**config.mk**
```make
export PLATFORM = sky130hd
export DESIGN_NAME = pimcc_ctrl
export DESIGN_NICKNAME = d
export VERILOG_FILES = /design/src/hw/rtl/pimcc_pkg.sv /design/src/hw/rtl/pimcc_ctrl.sv
export SDC_FILE = /design/constraint.sdc
export NUM_CORES = 1
export LEC_CHECK = 0
export ABC_AREA = 1
export BUFFER_PORTS_ARGS = -buffer_cell sky130_fd_sc_hd__buf_4
export CELL_PAD_IN_SITES_DETAIL_PLACEMENT = 1
export CELL_PAD_IN_SITES_GLOBAL_PLACEMENT = 2
export CORE_AREA = 3 3 40 42
export CTS_BUF_LIST = sky130_fd_sc_hd__clkbuf_2 sky130_fd_sc_hd__clkbuf_4 sky130_fd_sc_hd__clkbuf_8
export DETAILED_ROUTE_END_ITERATION = 10
export DIE_AREA = 0 0 43 45
export GPL_TIMING_DRIVEN = 0
export PLACE_DENSITY_LB_ADDON = 0.1
export SETUP_SLACK_MARGIN = 0.15
export SYNTH_ARGS = -nofsm -noshare
export SYNTH_HDL_FRONTEND = slang
export SYNTH_SLANG_ARGS = --single-unit
```
**constraint.sdc**
```tcl
create_clock -name i_clk -period 0.93 [get_ports i_clk]
set_clock_uncertainty 0.05 [all_clocks]
set_input_delay 0.279 -clock i_clk [delete_from_list [all_inputs] [get_ports i_clk]]
set_output_delay 0.279 -clock i_clk [all_outputs]
set_load 0.1 [all_outputs]
```
**src/hw/rtl/pimcc_pkg.sv**
```systemverilog
// ---------------------------------------------------------------------------
// pimcc_pkg
// Shared types and constants of the per-identity match confirm block.
// ---------------------------------------------------------------------------
package pimcc_pkg;

    // Field widths of one event and of one result.
    localparam int ID_W    = 6;
    localparam int CONF_W  = 16;
    localparam int TIME_W  = 32;
    localparam int HITS_W  = 8;
    localparam int MASK_W  = 64;
    localparam int GAP_W   = 16;

    // Packed stream widths, padded to whole bytes.
    localparam int S_TDATA_W = 56;
    localparam int M_TDATA_W = 16;

    // Default number of table entries.
    localparam int ID_COUNT_DEF = 64;

    // Configuration register indexes.
    localparam int CFG_IDX_W = 3;
    localparam logic [CFG_IDX_W-1:0] CFG_SCORE_GATE    = 3'd0;
    localparam logic [CFG_IDX_W-1:0] CFG_CONFIRM_COUNT = 3'd1;
    localparam logic [CFG_IDX_W-1:0] CFG_ABSENT_SEC    = 3'd2;
    localparam logic [CFG_IDX_W-1:0] CFG_COOLDOWN_SEC  = 3'd3;
    localparam logic [CFG_IDX_W-1:0] CFG_ENROLLED_MASK = 3'd4;
    localparam int CFG_DATA_W = 64;

    // Configuration reset values.
    localparam logic [CONF_W-1:0] RST_SCORE_GATE    = 16'd32768;
    localparam logic [HITS_W-1:0] RST_CONFIRM_COUNT = 8'd3;
    localparam logic [GAP_W-1:0]  RST_ABSENT_SEC    = 16'd5;
    localparam logic [GAP_W-1:0]  RST_COOLDOWN_SEC  = 16'd60;
    localparam logic [MASK_W-1:0] RST_ENROLLED_MASK = 64'd0;

    // Saturation limit of the hit counter.
    localparam logic [HITS_W-1:0] HITS_MAX = 8'hFF;

    // Commands from the controller to the datapath.
    typedef struct packed {
        logic capture;  // take the event and read the table
        logic commit;   // write back and load the result register
    } t_cmd;

endpackage

```
**src/hw/rtl/pimcc_ctrl.sv**
```systemverilog
// ---------------------------------------------------------------------------
// pimcc_ctrl
// Controller: sequences the table read and write-back and owns the
// handshake state of both stream sides.
// ---------------------------------------------------------------------------
module pimcc_ctrl (
    input  logic            i_clk,
    input  logic            i_rst_n,
    input  logic            i_s_tvalid,
    output logic            o_s_tready,
    output logic            o_m_tvalid,
    input  logic            i_m_tready,
    output pimcc_pkg::t_cmd o_cmd
);
    import pimcc_pkg::*;

    typedef enum logic [1:0] {
        ST_IDLE = 2'b01,
        ST_CALC = 2'b10
    } t_state;

    t_state r_state;
    t_state n_state;
    logic   r_out_valid;
    logic   n_out_valid;

    // Commands: capture on an input transaction, commit once the result
    // register is free or being emptied this cycle.
    always_comb begin
        o_cmd.capture = (r_state == ST_IDLE) && i_s_tvalid;
        o_cmd.commit  = (r_state == ST_CALC) && (!r_out_valid || i_m_tready);
    end

    // Next state.
    always_comb begin
        n_state = r_state;
        unique case (r_state)
            ST_IDLE: begin
                if (i_s_tvalid) begin
                    n_state = ST_CALC;
                end
            end
            ST_CALC: begin
                if (o_cmd.commit) begin
                    n_state = ST_IDLE;
                end
            end
            default: n_state = ST_IDLE;
        endcase
    end

    // Result register occupancy.
    always_comb begin
        n_out_valid = r_out_valid;
        if (o_cmd.commit) begin
            n_out_valid = 1'b1;
        end else if (i_m_tready) begin
            n_out_valid = 1'b0;
        end
    end

    always_ff @(posedge i_clk) begin
        if (!i_rst_n) begin
            r_state     <= ST_IDLE;
            r_out_valid <= 1'b0;
        end else begin
            r_state     <= n_state;
            r_out_valid <= n_out_valid;
        end
    end

    assign o_s_tready = (r_state == ST_IDLE);
    assign o_m_tvalid = r_out_valid;

endmodule

```
==> reports/qor.json <==
{
  "outcome": "complete, but fails checks",
  "violations_in_the_final_reports": "negative setup slack",
  "cts-htree-levels": 1,
  "drt-wirelength-per-cell_um": 7.646,
  "multi_input_area_sq_um": 85.08,
  "ys_warn_count": 0,
  "setup.worst_path.start_class": "register",
  "maxSlewViolCount": 0,
  "final_wl_um": 367,
  "tritoncts": "yes",
  "fill_cell_total_of_the_finished_layout": 154,
  "cts_hold_buf": 0,
  "row_count": 13,
  "static-leakage-power_nw": 0.1537,
  "die_width_um": 43,
  "seq_area_frac_synth_pct": 39.34,
  "timing.max_slew.rel_slack_pct": 90.67,
  "critical_path.n_buffers_inverters": 2,
  "dpl_cell_area_sq_um": 254.0,
  "worstMarginPinSlew_ns": 0.1396,
  "setup_viol": 5,
  "area_of_the_die_sq_um": 1935,
  "hold_class": "in -> reg",
  "grt_pass1_vias": 177,
  "cts.sink_count": 3,
  "grt_max_degree": 5,
  "post_synth_top_flop": "sky130_fd_sc_hd__dfxtp_1",
  "synthesis.instances": 19,
  "fin_crit_sh_pct": 148.3,
  "worst-r2r-cell-count": 6,
  "antenna_violations_before_repair": 0,
  "vias": 171,
  "gp_congestion": 0.6341,
  "grt_pass1_wl_um": 621,
  "met3_length_um": 43,
  "yosysTopAreaCellShare_pct": 39.34,
  "n_antenna_cell": 0,
  "crit_path_end_kind": "primary output",
  "total_of_max_cap_violations": 0,
  "ctsRootBufferMaster": "sky130_fd_sc_hd__clkbuf_4",
  "crit_slowest_cell": "sky130_fd_sc_hd__dfxtp_4",
  "synth_net_count": 23,
  "vdd_ir_drop_max_mv": 0.4704,
  "dominant_cell_by_count_in_the_synthesized_netlist": "sky130_fd_sc_hd__inv_1",
  "finalWorstSetupSlack_ns": -0.4491,
  "grt_overflow_total": 0,
  "fin_hold_ws_ns": 0.1743,
  "worst-path-max-fanout": 4,
  "synth.top_cells.by_count": "sky130_fd_sc_hd__inv_1 (5), sky130_fd_sc_hd__dfxtp_1 (3), sky130_fd_sc_hd__nand2_1 (3)",
  "ff2ff_setup_slack_ns": -0.02,
  "worstHoldStart": "i_rst_n",
  "power.density_nw_per_um2": 1572,
  "maximum_clock_insertion_buffer_count": 2,
  "layout.nets": 38,
  "drt_iter0_markers": 4,
  "core_area_sq_um": 1285,
  "worst_ep_required_time_ns": 0.60,
  "number_of_flops_mapped_to_enable_cells_by_yosys": 0,
  "fmaxAchievable_mhz": 725.1,
  "syn-cell-area_sq_um": 152.6,
  "floorplan.initialDensity_pct": 11.88,
  "total_power_of_the_final_layout_w": 0.0005783,
  "grt_setup_unrepaired": "yes",
  "synth_area_per_cell_sq_um": 8.034,
  "m1_wl_um": 119,
  "register_area_sq_um": 68.82,
  "met2WireLength_um": 203,
  "min_to": "r_state[0]",
  "yosysUniqueCellTypes": 11,
  "via_to_cell_ratio": 3.563,
  "ys_ff_latch": 3,
  "synthArstFlopShare_pct": 0,
  "critPathKind": "reg -> out",
  "first_pass_iters": 2,
  "layout-drive-gt1-share_pct": 84.85,
  "crit_family": "flip-flops",
  "drc": 0,
  "tritoncts.num_buffers": 3,
  "stdcell_area_sq_um": 367.9,
  "top_level_ports": 8,
  "critical_path_arrival_ns": 1.05,
  "hold_path_depth": 2,
  "worstPathCellList": "nor3_4, buf_6, buf_12",
  "ant_nets": 0,
  "finalHoldViolCount": 0,
  "worst_r2r_endpoint": "r_state[0]",
  "count_of_input_and_output_buffers": 7,
  "period_minus_slack_ns": 1.379,
  "highest-signal-layer": "met3",
  "area_growth_syn_to_layout_pct": 141.0,
  "chipHeight_um": 45,
  "yosys-top-cells-area": "sky130_fd_sc_hd__dfxtp_1 (39%), sky130_fd_sc_hd__inv_1 (12%), sky130_fd_sc_hd__nand2_1 (7.4%), sky130_fd_sc_hd__nor2_4 (7.4%), sky130_fd_sc_hd__nand3_2 (6.6%)",
  "netlist.top_cell.by_area": "sky130_fd_sc_hd__dfxtp_1",
  "critical_path_startpoint": "r_state[0]",
  "global_route.usage.total_pct": 5.062,
  "hpwl_um": 295,
  "insertion_delay_ns": 0.23,
  "clk_transition_reported_paths_ns": 0.04,
  "r2r_start": "r_state[1]",
  "worst_path_largest_cell_delay_ns": 0.36
}
-- per-layer routing --
metal / vias to the layer above / GRT usage [%]
met4: 0 / 5.422
met1: 81 / 3.580
met5: - / 0
li1: 82 / -
met3: 0 / 5.179
met2: 8 / 7.186
-- what timing repair did --
action | CTS | global route
resized for setup | 13 | 2
setup endpoints to repair | 7 | 7
pin swaps | 0 | 1
buffers inserted | 1 | 2
-- stage by stage --
stage | setup TNS [ns] | util [%] | worst slack [ns] | instances
global route | -1.733 | 28.63 | -0.4971 | 48
CTS | -1.538 | 26.78 | -0.4729 | 46
global placement | -0.8303 | 19.77 | -0.3269 | 41
finish | -1.452 | 28.63 | -0.4491 | 48
floorplan | -0.9826 | - | -0.3261 | 19
detailed placement | -0.8310 | 19.77 | -0.3238 | 41
-- worst register-to-register path, stage by stage (launching register included) --
cell,delay (ns)
sky130_fd_sc_hd__dfxtp_2,0.33
sky130_fd_sc_hd__inv_4,0.05
sky130_fd_sc_hd__buf_4,0.13
sky130_fd_sc_hd__nor2_2,0.11
sky130_fd_sc_hd__nand2_2,0.08
sky130_fd_sc_hd__nand2_1,0.06
sky130_fd_sc_hd__nand2_1,0.04
-- logic make-up after synthesis --
logic type | after synthesis | share of synthesized area (%)
compound gates | 2 | 10.66
simple gates | 8 | 32.79
buf+inv | 6 | 17.22
flops | 3 | 39.35
-- power breakdown --
group	switching [W]	internal, W	total, W
Clock	0.0000664	0.000190	0.000256
Sequential	0.00000827	0.000133	0.000141
Combinational	0.000110	0.0000704	0.000181
Total	0.000185	0.000393	0.000578
-- cell type report --
cell class / instances / share of cell area (%)
Timing Repair Buffer: 10 / 34.01
Multi-Input combinational cell: 10 / 23.13
Sequential cell: 3 / 18.71
Clock buffer: 4 / 8.163
Inverter: 5 / 7.823
Tap cell: 15 / 5.102
Buffer: 1 / 3.061
-- worst max path at each step --
stage | cells after the start | to | slack [ns]
after floorplan | 4 | o_cmd[0] | -0.33
after global placement | 5 | o_cmd[0] | -0.33
after detailed placement | 5 | o_cmd[0] | -0.32
after CTS | 5 | o_cmd[0] | -0.47
after global routing | 4 | o_cmd[0] | -0.50
final | 3 | o_cmd[0] | -0.45
-- registers in the layout (all words and copies together) (netlist names) --
register and cells:
o_m_tvalid 1, r_state 2
-- cells in the final DEF (no fill, tap or decap) --
master | netlist | routed
sky130_fd_sc_hd__buf_4 | 1 | 6
sky130_fd_sc_hd__clkbuf_4 | 0 | 4
sky130_fd_sc_hd__buf_12 | 0 | 4
sky130_fd_sc_hd__nand2_1 | 3 | 3
sky130_fd_sc_hd__clkinvlp_4 | 0 | 2
sky130_fd_sc_hd__dfxtp_4 | 0 | 2
sky130_fd_sc_hd__inv_4 | 0 | 1
sky130_fd_sc_hd__inv_2 | 0 | 1
sky130_fd_sc_hd__nor2_4 | 1 | 1
sky130_fd_sc_hd__nor3_4 | 0 | 1
sky130_fd_sc_hd__nand3_4 | 0 | 1
sky130_fd_sc_hd__nor2_2 | 1 | 1
sky130_fd_sc_hd__nand2_2 | 1 | 1
sky130_fd_sc_hd__inv_1 | 5 | 1
sky130_fd_sc_hd__a21oi_2 | 1 | 1
sky130_fd_sc_hd__o21a_1 | 1 | 1
sky130_fd_sc_hd__buf_6 | 0 | 1
sky130_fd_sc_hd__dfxtp_2 | 0 | 1
(Power assumes the default switching activity.)
