## src/hw/rtl/pimcc_pkg.sv

```systemverilog
// ---------------------------------------------------------------------------
// pimcc_pkg
// Shared types and constants of the per-identity match confirm block.
// ---------------------------------------------------------------------------
package pimcc_pkg;

    // Field widths of one event and of one result.
    localparam int ID_W    = 6;
    localparam int CONF_W  = 16;
    localparam int TIME_W  = 32;
    localparam int HITS_W  = 8;
    localparam int MASK_W  = 64;
    localparam int GAP_W   = 16;

    // Packed stream widths, padded to whole bytes.
    localparam int S_TDATA_W = 56;
    localparam int M_TDATA_W = 16;

    // Default number of table entries.
    localparam int ID_COUNT_DEF = 64;

    // Configuration register indexes.
    localparam int CFG_IDX_W = 3;
    localparam logic [CFG_IDX_W-1:0] CFG_SCORE_GATE    = 3'd0;
    localparam logic [CFG_IDX_W-1:0] CFG_CONFIRM_COUNT = 3'd1;
    localparam logic [CFG_IDX_W-1:0] CFG_ABSENT_SEC    = 3'd2;
    localparam logic [CFG_IDX_W-1:0] CFG_COOLDOWN_SEC  = 3'd3;
    localparam logic [CFG_IDX_W-1:0] CFG_ENROLLED_MASK = 3'd4;
    localparam int CFG_DATA_W = 64;

    // Configuration reset values.
    localparam logic [CONF_W-1:0] RST_SCORE_GATE    = 16'd32768;
    localparam logic [HITS_W-1:0] RST_CONFIRM_COUNT = 8'd3;
    localparam logic [GAP_W-1:0]  RST_ABSENT_SEC    = 16'd5;
    localparam logic [GAP_W-1:0]  RST_COOLDOWN_SEC  = 16'd60;
    localparam logic [MASK_W-1:0] RST_ENROLLED_MASK = 64'd0;

    // Saturation limit of the hit counter.
    localparam logic [HITS_W-1:0] HITS_MAX = 8'hFF;

    // Commands from the controller to the datapath.
    typedef struct packed {
        logic capture;  // take the event and read the table
        logic commit;   // write back and load the result register
    } t_cmd;

endpackage

```

## src/hw/rtl/pimcc_datapath.sv

```systemverilog
// ---------------------------------------------------------------------------
// pimcc_datapath
// Datapath: configuration registers, per-identity table memories, valid
// bits, the entry and greeting decision and the result register.
// ---------------------------------------------------------------------------
module pimcc_datapath #(
    parameter int ID_COUNT = pimcc_pkg::ID_COUNT_DEF
) (
    input  logic                                i_clk,
    input  logic                                i_rst_n,
    input  pimcc_pkg::t_cmd                     i_cmd,
    input  logic [pimcc_pkg::S_TDATA_W-1:0]     i_s_tdata,
    input  logic                                i_cfg_we,
    input  logic [pimcc_pkg::CFG_IDX_W-1:0]     i_cfg_index,
    input  logic [pimcc_pkg::CFG_DATA_W-1:0]    i_cfg_data,
    output logic [pimcc_pkg::M_TDATA_W-1:0]     o_m_tdata
);
    import pimcc_pkg::*;

    localparam int AW = $clog2(ID_COUNT);
    localparam logic [ID_W:0] ID_LIMIT = ID_COUNT[ID_W:0];

    // Configuration registers.
    logic [CONF_W-1:0] r_score_gate;
    logic [HITS_W-1:0] r_confirm;
    logic [GAP_W-1:0]  r_absent;
    logic [GAP_W-1:0]  r_cooldown;
    logic [MASK_W-1:0] r_enrolled;

    // Captured event.
    logic [ID_W-1:0]   r_ident;
    logic [CONF_W-1:0] r_conf;
    logic [TIME_W-1:0] r_now;

    // Table memories and their registered read data.
    logic [TIME_W-1:0] r_seen_mem  [ID_COUNT];
    logic [HITS_W-1:0] r_hit_mem   [ID_COUNT];
    logic [TIME_W-1:0] r_greet_mem [ID_COUNT];
    logic [TIME_W-1:0] r_seen_rd;
    logic [HITS_W-1:0] r_hit_rd;
    logic [TIME_W-1:0] r_greet_rd;

    // Per-entry valid bits.
    logic [ID_COUNT-1:0] r_seen_valid;
    logic [ID_COUNT-1:0] r_greet_valid;

    // Result register.
    logic [M_TDATA_W-1:0] r_out;

    logic [ID_W-1:0]   in_ident;
    logic [AW-1:0]     rd_addr;
    logic [AW-1:0]     wr_addr;
    logic              in_range;
    logic              accept;
    logic              seen_v;
    logic              greet_v;
    logic [TIME_W-1:0] age_seen;
    logic [TIME_W-1:0] age_greet;
    logic              entered;
    logic [HITS_W-1:0] hits_next;
    logic              greet;
    logic [M_TDATA_W-1:0] n_out;

    assign in_ident = i_s_tdata[ID_W-1:0];
    assign rd_addr  = in_ident[AW-1:0];
    assign wr_addr  = r_ident[AW-1:0];

    // Configuration writes; unknown indexes are dropped.
    always_ff @(posedge i_clk) begin
        if (!i_rst_n) begin
            r_score_gate <= RST_SCORE_GATE;
            r_confirm    <= RST_CONFIRM_COUNT;
            r_absent     <= RST_ABSENT_SEC;
            r_cooldown   <= RST_COOLDOWN_SEC;
            r_enrolled   <= RST_ENROLLED_MASK;
        end else if (i_cfg_we) begin
            unique case (i_cfg_index)
                CFG_SCORE_GATE:    r_score_gate <= i_cfg_data[CONF_W-1:0];
                CFG_CONFIRM_COUNT: r_confirm    <= i_cfg_data[HITS_W-1:0];
                CFG_ABSENT_SEC:    r_absent     <= i_cfg_data[GAP_W-1:0];
                CFG_COOLDOWN_SEC:  r_cooldown   <= i_cfg_data[GAP_W-1:0];
                CFG_ENROLLED_MASK: r_enrolled   <= i_cfg_data;
                default: ;
            endcase
        end
    end

    // Event capture and table read.
    always_ff @(posedge i_clk) begin
        if (i_cmd.capture) begin
            r_ident    <= in_ident;
            r_conf     <= i_s_tdata[ID_W +: CONF_W];
            r_now      <= i_s_tdata[ID_W+CONF_W +: TIME_W];
            r_seen_rd  <= r_seen_mem[rd_addr];
            r_hit_rd   <= r_hit_mem[rd_addr];
            r_greet_rd <= r_greet_mem[rd_addr];
        end
    end

    // Decision on the captured event.
    always_comb begin
        in_range  = ({1'b0, r_ident} < ID_LIMIT);
        accept    = in_range && (r_conf >= r_score_gate);
        seen_v    = in_range && r_seen_valid[wr_addr];
        greet_v   = in_range && r_greet_valid[wr_addr];
        age_seen  = r_now - r_seen_rd;
        age_greet = r_now - r_greet_rd;
        entered   = !seen_v || (age_seen >= {{(TIME_W-GAP_W){1'b0}}, r_absent});
        if (entered) begin
            hits_next = {{(HITS_W-1){1'b0}}, 1'b1};
        end else if (r_hit_rd == HITS_MAX) begin
            hits_next = HITS_MAX;
        end else begin
            hits_next = r_hit_rd + {{(HITS_W-1){1'b0}}, 1'b1};
        end
        greet = accept && (hits_next == r_confirm) && r_enrolled[r_ident]
                && (!greet_v
                    || (age_greet >= {{(TIME_W-GAP_W){1'b0}}, r_cooldown}));
        n_out = '0;
        if (accept) begin
            n_out[0]          = 1'b1;
            n_out[1]          = entered;
            n_out[2 +: HITS_W] = hits_next;
            n_out[2+HITS_W]   = greet;
        end
    end

    // Table write-back.
    always_ff @(posedge i_clk) begin
        if (i_cmd.commit && accept) begin
            r_seen_mem[wr_addr] <= r_now;
            r_hit_mem[wr_addr]  <= hits_next;
            if (greet) begin
                r_greet_mem[wr_addr] <= r_now;
            end
        end
    end

    // Valid bits, cleared by reset.
    always_ff @(posedge i_clk) begin
        if (!i_rst_n) begin
            r_seen_valid  <= '0;
            r_greet_valid <= '0;
        end else if (i_cmd.commit && accept) begin
            r_seen_valid[wr_addr] <= 1'b1;
            if (greet) begin
                r_greet_valid[wr_addr] <= 1'b1;
            end
        end
    end

    // Result register.
    always_ff @(posedge i_clk) begin
        if (i_cmd.commit) begin
            r_out <= n_out;
        end
    end

    assign o_m_tdata = r_out;

endmodule

```

## config.mk

```make
export PLATFORM = sky130hd
export DESIGN_NAME = pimcc_datapath
export DESIGN_NICKNAME = d
export VERILOG_FILES = /design/src/hw/rtl/pimcc_pkg.sv /design/src/hw/rtl/pimcc_datapath.sv
export SDC_FILE = /design/constraint.sdc
export NUM_CORES = 2
export LEC_CHECK = 0
export BUFFER_PORTS_ARGS = -buffer_cell sky130_fd_sc_hd__buf_4
export CORE_ASPECT_RATIO = 2
export CORE_UTILIZATION = 40
export DETAILED_ROUTE_END_ITERATION = 12
export SLEW_MARGIN = 10
export SYNTH_ARGS = -nofsm -noshare
export SYNTH_HDL_FRONTEND = slang
export SYNTH_MEMORY_MAX_BITS = 65536
export SYNTH_SLANG_ARGS = --single-unit
```

## constraint.sdc

```tcl
create_clock -name i_clk -period 12.1 [get_ports i_clk]
set_input_delay 1.21 -clock i_clk [delete_from_list [all_inputs] [get_ports i_clk]]
set_output_delay 1.21 -clock i_clk [all_outputs]
set_load 0.1 [all_outputs]
```

==> metrics.md <==
| Metric | Value |
|---|---|
| FF+latch count, synth | `4993` |
| Hold_ws | `381.7 ps` |
| Post-synth top flop | `edfxtp_1` |
| Unrepaired setup endpoints after global routing | `false` |
| CTS tree | `built` |
| Clock buffer count from CTS | `404` |
| Post_cts resized | `0` |
| Initial Util | `0.4013` |
| Sequential area share after synthesis | `0.7567` |
| DP Area | `roughly 200000 um2` |
| DIE WIDTH | `495.5 um` |
| Die H | `989.1 um` |
| Pwr/cell area | `159.9 nW/um2` |
| Vias per cell | `between 5 and 6` |
| Final setup vio count | `0` |
| Core region area | `485500 um2` |
| Fin nets | `about 9400` |
| Gpl congestion | `0.9142` |
| First drt pass iteration count | `9` |
| Final ANT Viol Nets | `0` |
| CP Launch Type | `flip-flop` |
| Worst Max-Slew Pin Slew | `1293 ps` |
| WP data required | `12710 ps` |
| Clock Skews | `87.30 ps` |
| Share of layout cells above drive strength 1 | `0.2925` |
| Max Cap Viol | `0` |
| Routed len/inst | `35.81 um` |
| R2r endpoint | `r_greet_mem[23][26]$_DFFE_PP_` |
| Via count | `94670` |
| Aggregate routed wire length | `between 500000 and 600000 um` |
| Peak supply drop | `between 100 and 150 uV` |
| Leakage power | `slightly below 0.07 uW` |
| Clk root buf | `clkbuf_16` |
| Hold-fix buffers, CTS | `0` |
| Die area | `490100 um2` |
| Area Overhead vs Synth | `12.76%` |
| Number of global-route vias before repair | `98070` |
| Design area | `219700 um2` |
| Pin count of the biggest net entering global routing | `142` |
| Post-synth EDFFs | `4745` |
| Overall overflow remaining after global route | `0` |
| R2R depth | `21` |
| Sink Count | `~5000` |
| Worst R2R Setup Slack | `3860 ps` |
| Crit Path Class | `reg2reg` |
| Input/output buffers | `136` |
| H-tree Lvls | `5` |
| Fraction of registers with async set/reset | `0` |
| GRT Util Overall | `0.2359` |
| Clk slew on worst S/H paths | `70 ps` |
| Final-report max-slew violation count | `0` |
| Hold path depth | `1` |
| Avg Inst Size Synth | `22.22 um2` |
| HP Class | `in2reg` |
| I/O pins | `144` |
| Std-Cell Rows | `between 300 and 400` |
| Filler instances | `40340` |
| Critical path arrival | `around 8800 ps` |
| Netlist cell types | `87` |
| Status | `finished, final reports clean` |
| Mapped Cells | `8770` |
| Fin Setup TNS | `0 ps` |
| First-pass GRT wire length | `793600 um` |
| Initial DRC Count | `10720` |
| Reg-to-Reg Start | `r_now[5]$_DFFE_PP_` |
| DP HPWL | `354000 um` |
| Relative slew slack | `0.1358` |
| CP endpoint | `r_greet_mem[23][26]$_DFFE_PP_` |
| Longest Clk Path Bufs | `4` |
| Crit path capture type | `flip-flop` |
| Netlist Area Pre-Place | `roughly 190000 um2` |
| Fin crit share | `0.6807` |
| Initial antenna violation count | `84` |
| Post-layout min period | `between 8000 and 9000 ps` |
| Crit path max fanout | `66` |
| Fin. Hold Viols | `0` |
| Worst setup startpoint | `r_now[5]$_DFFE_PP_` |
| Clk_lat worst skew | `around 1000 ps` |
| # DRC | `0` |
| Setup bufs post-CTS | `0` |
| Fmax | `0.1214 GHz` |
| Synth warnings | `0` |
cells in the mapped netlist, types with 12 or more instances:
master,count,area [um2]
a211oi_1,15,112.6
a21boi_0,115,863.3
a21o_1,34,255.2
a21oi_1,82,410.4
and2_1,13,81.33
buf_1,94,352.8
buf_2,19,95.09
buf_6,12,135.1
clkbuf_1,354,1329
dfxtp_1,248,4965
edfxtp_1,4745,142500
ha_1,111,1389
inv_1,130,488.0
mux2i_1,25,250.2
mux4_2,1536,34590
nand2_1,391,1468
nand2b_1,22,137.6
nand3_1,68,340.3
nand3_2,21,210.2
nand4_1,25,156.4
nor2_1,146,548.0
nor2b_1,14,87.58
nor4_1,60,375.4
o211ai_1,21,157.7
o21a_1,72,540.5
o21ai_0,65,325.3
o21ai_1,63,315.3
o22ai_1,14,87.58
xnor2_1,26,227.7
xor2_1,23,201.4
area by class of cell:
class	count	area [um2]	share of cell area
repair buffers	429	3505	0.01595
diodes	440	1101	0.005011
flip-flops and latches	4993	147500	0.6711
well taps	6370	7970	0.03627
inverters	130	488.0	0.002221
clock inverters	264	2754	0.01253
multi-input cells	3162	45950	0.2091
clock buffers	472	10510	0.04784
registers in the layout, summed over array words and instances (netlist names):
signal / count
r_greet_mem: 2048
r_seen_mem: 2048
r_hit_mem: 512
r_enrolled: 64
r_greet_valid: 64
r_seen_valid: 64
r_greet_rd: 32
r_now: 32
r_seen_rd: 32
r_absent: 16
r_conf: 16
r_cooldown: 16
r_score_gate: 16
o_m_tdata: 11
r_confirm: 8
r_hit_rd: 8
r_ident: 6
cell usage in the layout (no fill, tap or decap), types with 43 or more instances in the layout:
| master | n |
|---|---|
| nand3_1 | 66 |
| nor4_2 | 57 |
| nor2_4 | 71 |
| o21ai_0 | 64 |
| buf_4 | 404 |
| clkinv_2 | 67 |
| mux4_2 | 1536 |
| dfxtp_1 | 248 |
| clkbuf_1 | 59 |
| bufinv_16 | 43 |
| o21ai_1 | 63 |
| ha_1 | 111 |
| edfxtp_1 | 4745 |
| inv_1 | 130 |
| clkinv_1 | 80 |
| o21a_1 | 72 |
| a21oi_1 | 82 |
| nand2_1 | 391 |
| clkbuf_16 | 409 |
| nor2_1 | 75 |
| a21boi_0 | 115 |
| diode_2 | 440 |
routing by layer:
metal | GRT usage | vias to the layer above | share of wire | wire, um
li1 | - | 38060 | - | -
met1 | 0.2478 | 51560 | 0.32 | 187100
met2 | 0.4323 | 3941 | 0.54 | 317000
met3 | 0.02652 | 1086 | 0.055 | 32310
met4 | 0.1713 | 14 | 0.079 | 45770
met5 | 0 | - | 0.00018 | 105
worst max-delay path, cell delays in order (launching register included):
cell	delay, ps
edfxtp_1	560
ha_1	430
a21oi_1	330
inv_1	90
o21ai_0	570
nand2_1	150
nor2_1	160
xnor2_1	150
ha_1	270
nand4_1	170
nor2_1	80
a41oi_1	290
o2111ai_1	150
nor4_1	470
nand2_1	80
and4b_1	470
a311oi_1	220
o2111ai_4	980
buf_4	760
buf_4	850
nor4_2	50
buf_4	360
power breakdown:
| group | total [uW] | leakage, uW | internal (uW) | switching [uW] |
|---|---|---|---|---|
| sequential | 19100 | 0.0456 | 19100 | 48.8 |
| combinational | 2540 | 0.0158 | 828 | 1710 |
| clock | 13500 | 0.00642 | 7200 | 6290 |
kinds of logic after synthesis:
kind of cell | after synthesis | share of synthesized area
flops | 4993 | 0.7567
mux | 1571 | 0.1794
simple gates | 845 | 0.02103
buf+inv | 619 | 0.01270
compound gates | 579 | 0.02061
fa+ha+maj | 113 | 0.007333
xor+xnor | 49 | 0.002202
other cells | 1 | 0.00001924
worst min-delay path by stage:
stage | start | to | slack [ps]
detailed placement | r_greet_valid[6]$_SDFFE_PN0P_ | r_greet_valid[6]$_SDFFE_PN0P_ | 440
CTS | i_s_tdata[20] | r_conf[14]$_DFFE_PP_ | 320
finish | i_s_tdata[15] | r_conf[9]$_DFFE_PP_ | 380
floorplan | r_greet_valid[63]$_SDFFE_PN0P_ | r_greet_valid[63]$_SDFFE_PN0P_ | 420
global placement | r_greet_valid[23]$_SDFFE_PN0P_ | r_greet_valid[23]$_SDFFE_PN0P_ | 430
global route | i_s_tdata[15] | r_conf[9]$_DFFE_PP_ | 370
through the flow:
stage	power [uW]	util	worst slack [ps]	std cells
finish	35140	0.4525	3864	16260
global route	35940	0.4524	3403	16230
CTS	35300	0.4502	3936	15820
detailed placement	22030	0.4229	4001	15080
global placement	21980	0.4229	3950	15080
floorplan	20910	-	2772	8774
No activity file was read; power rests on OpenSTA's default activity.
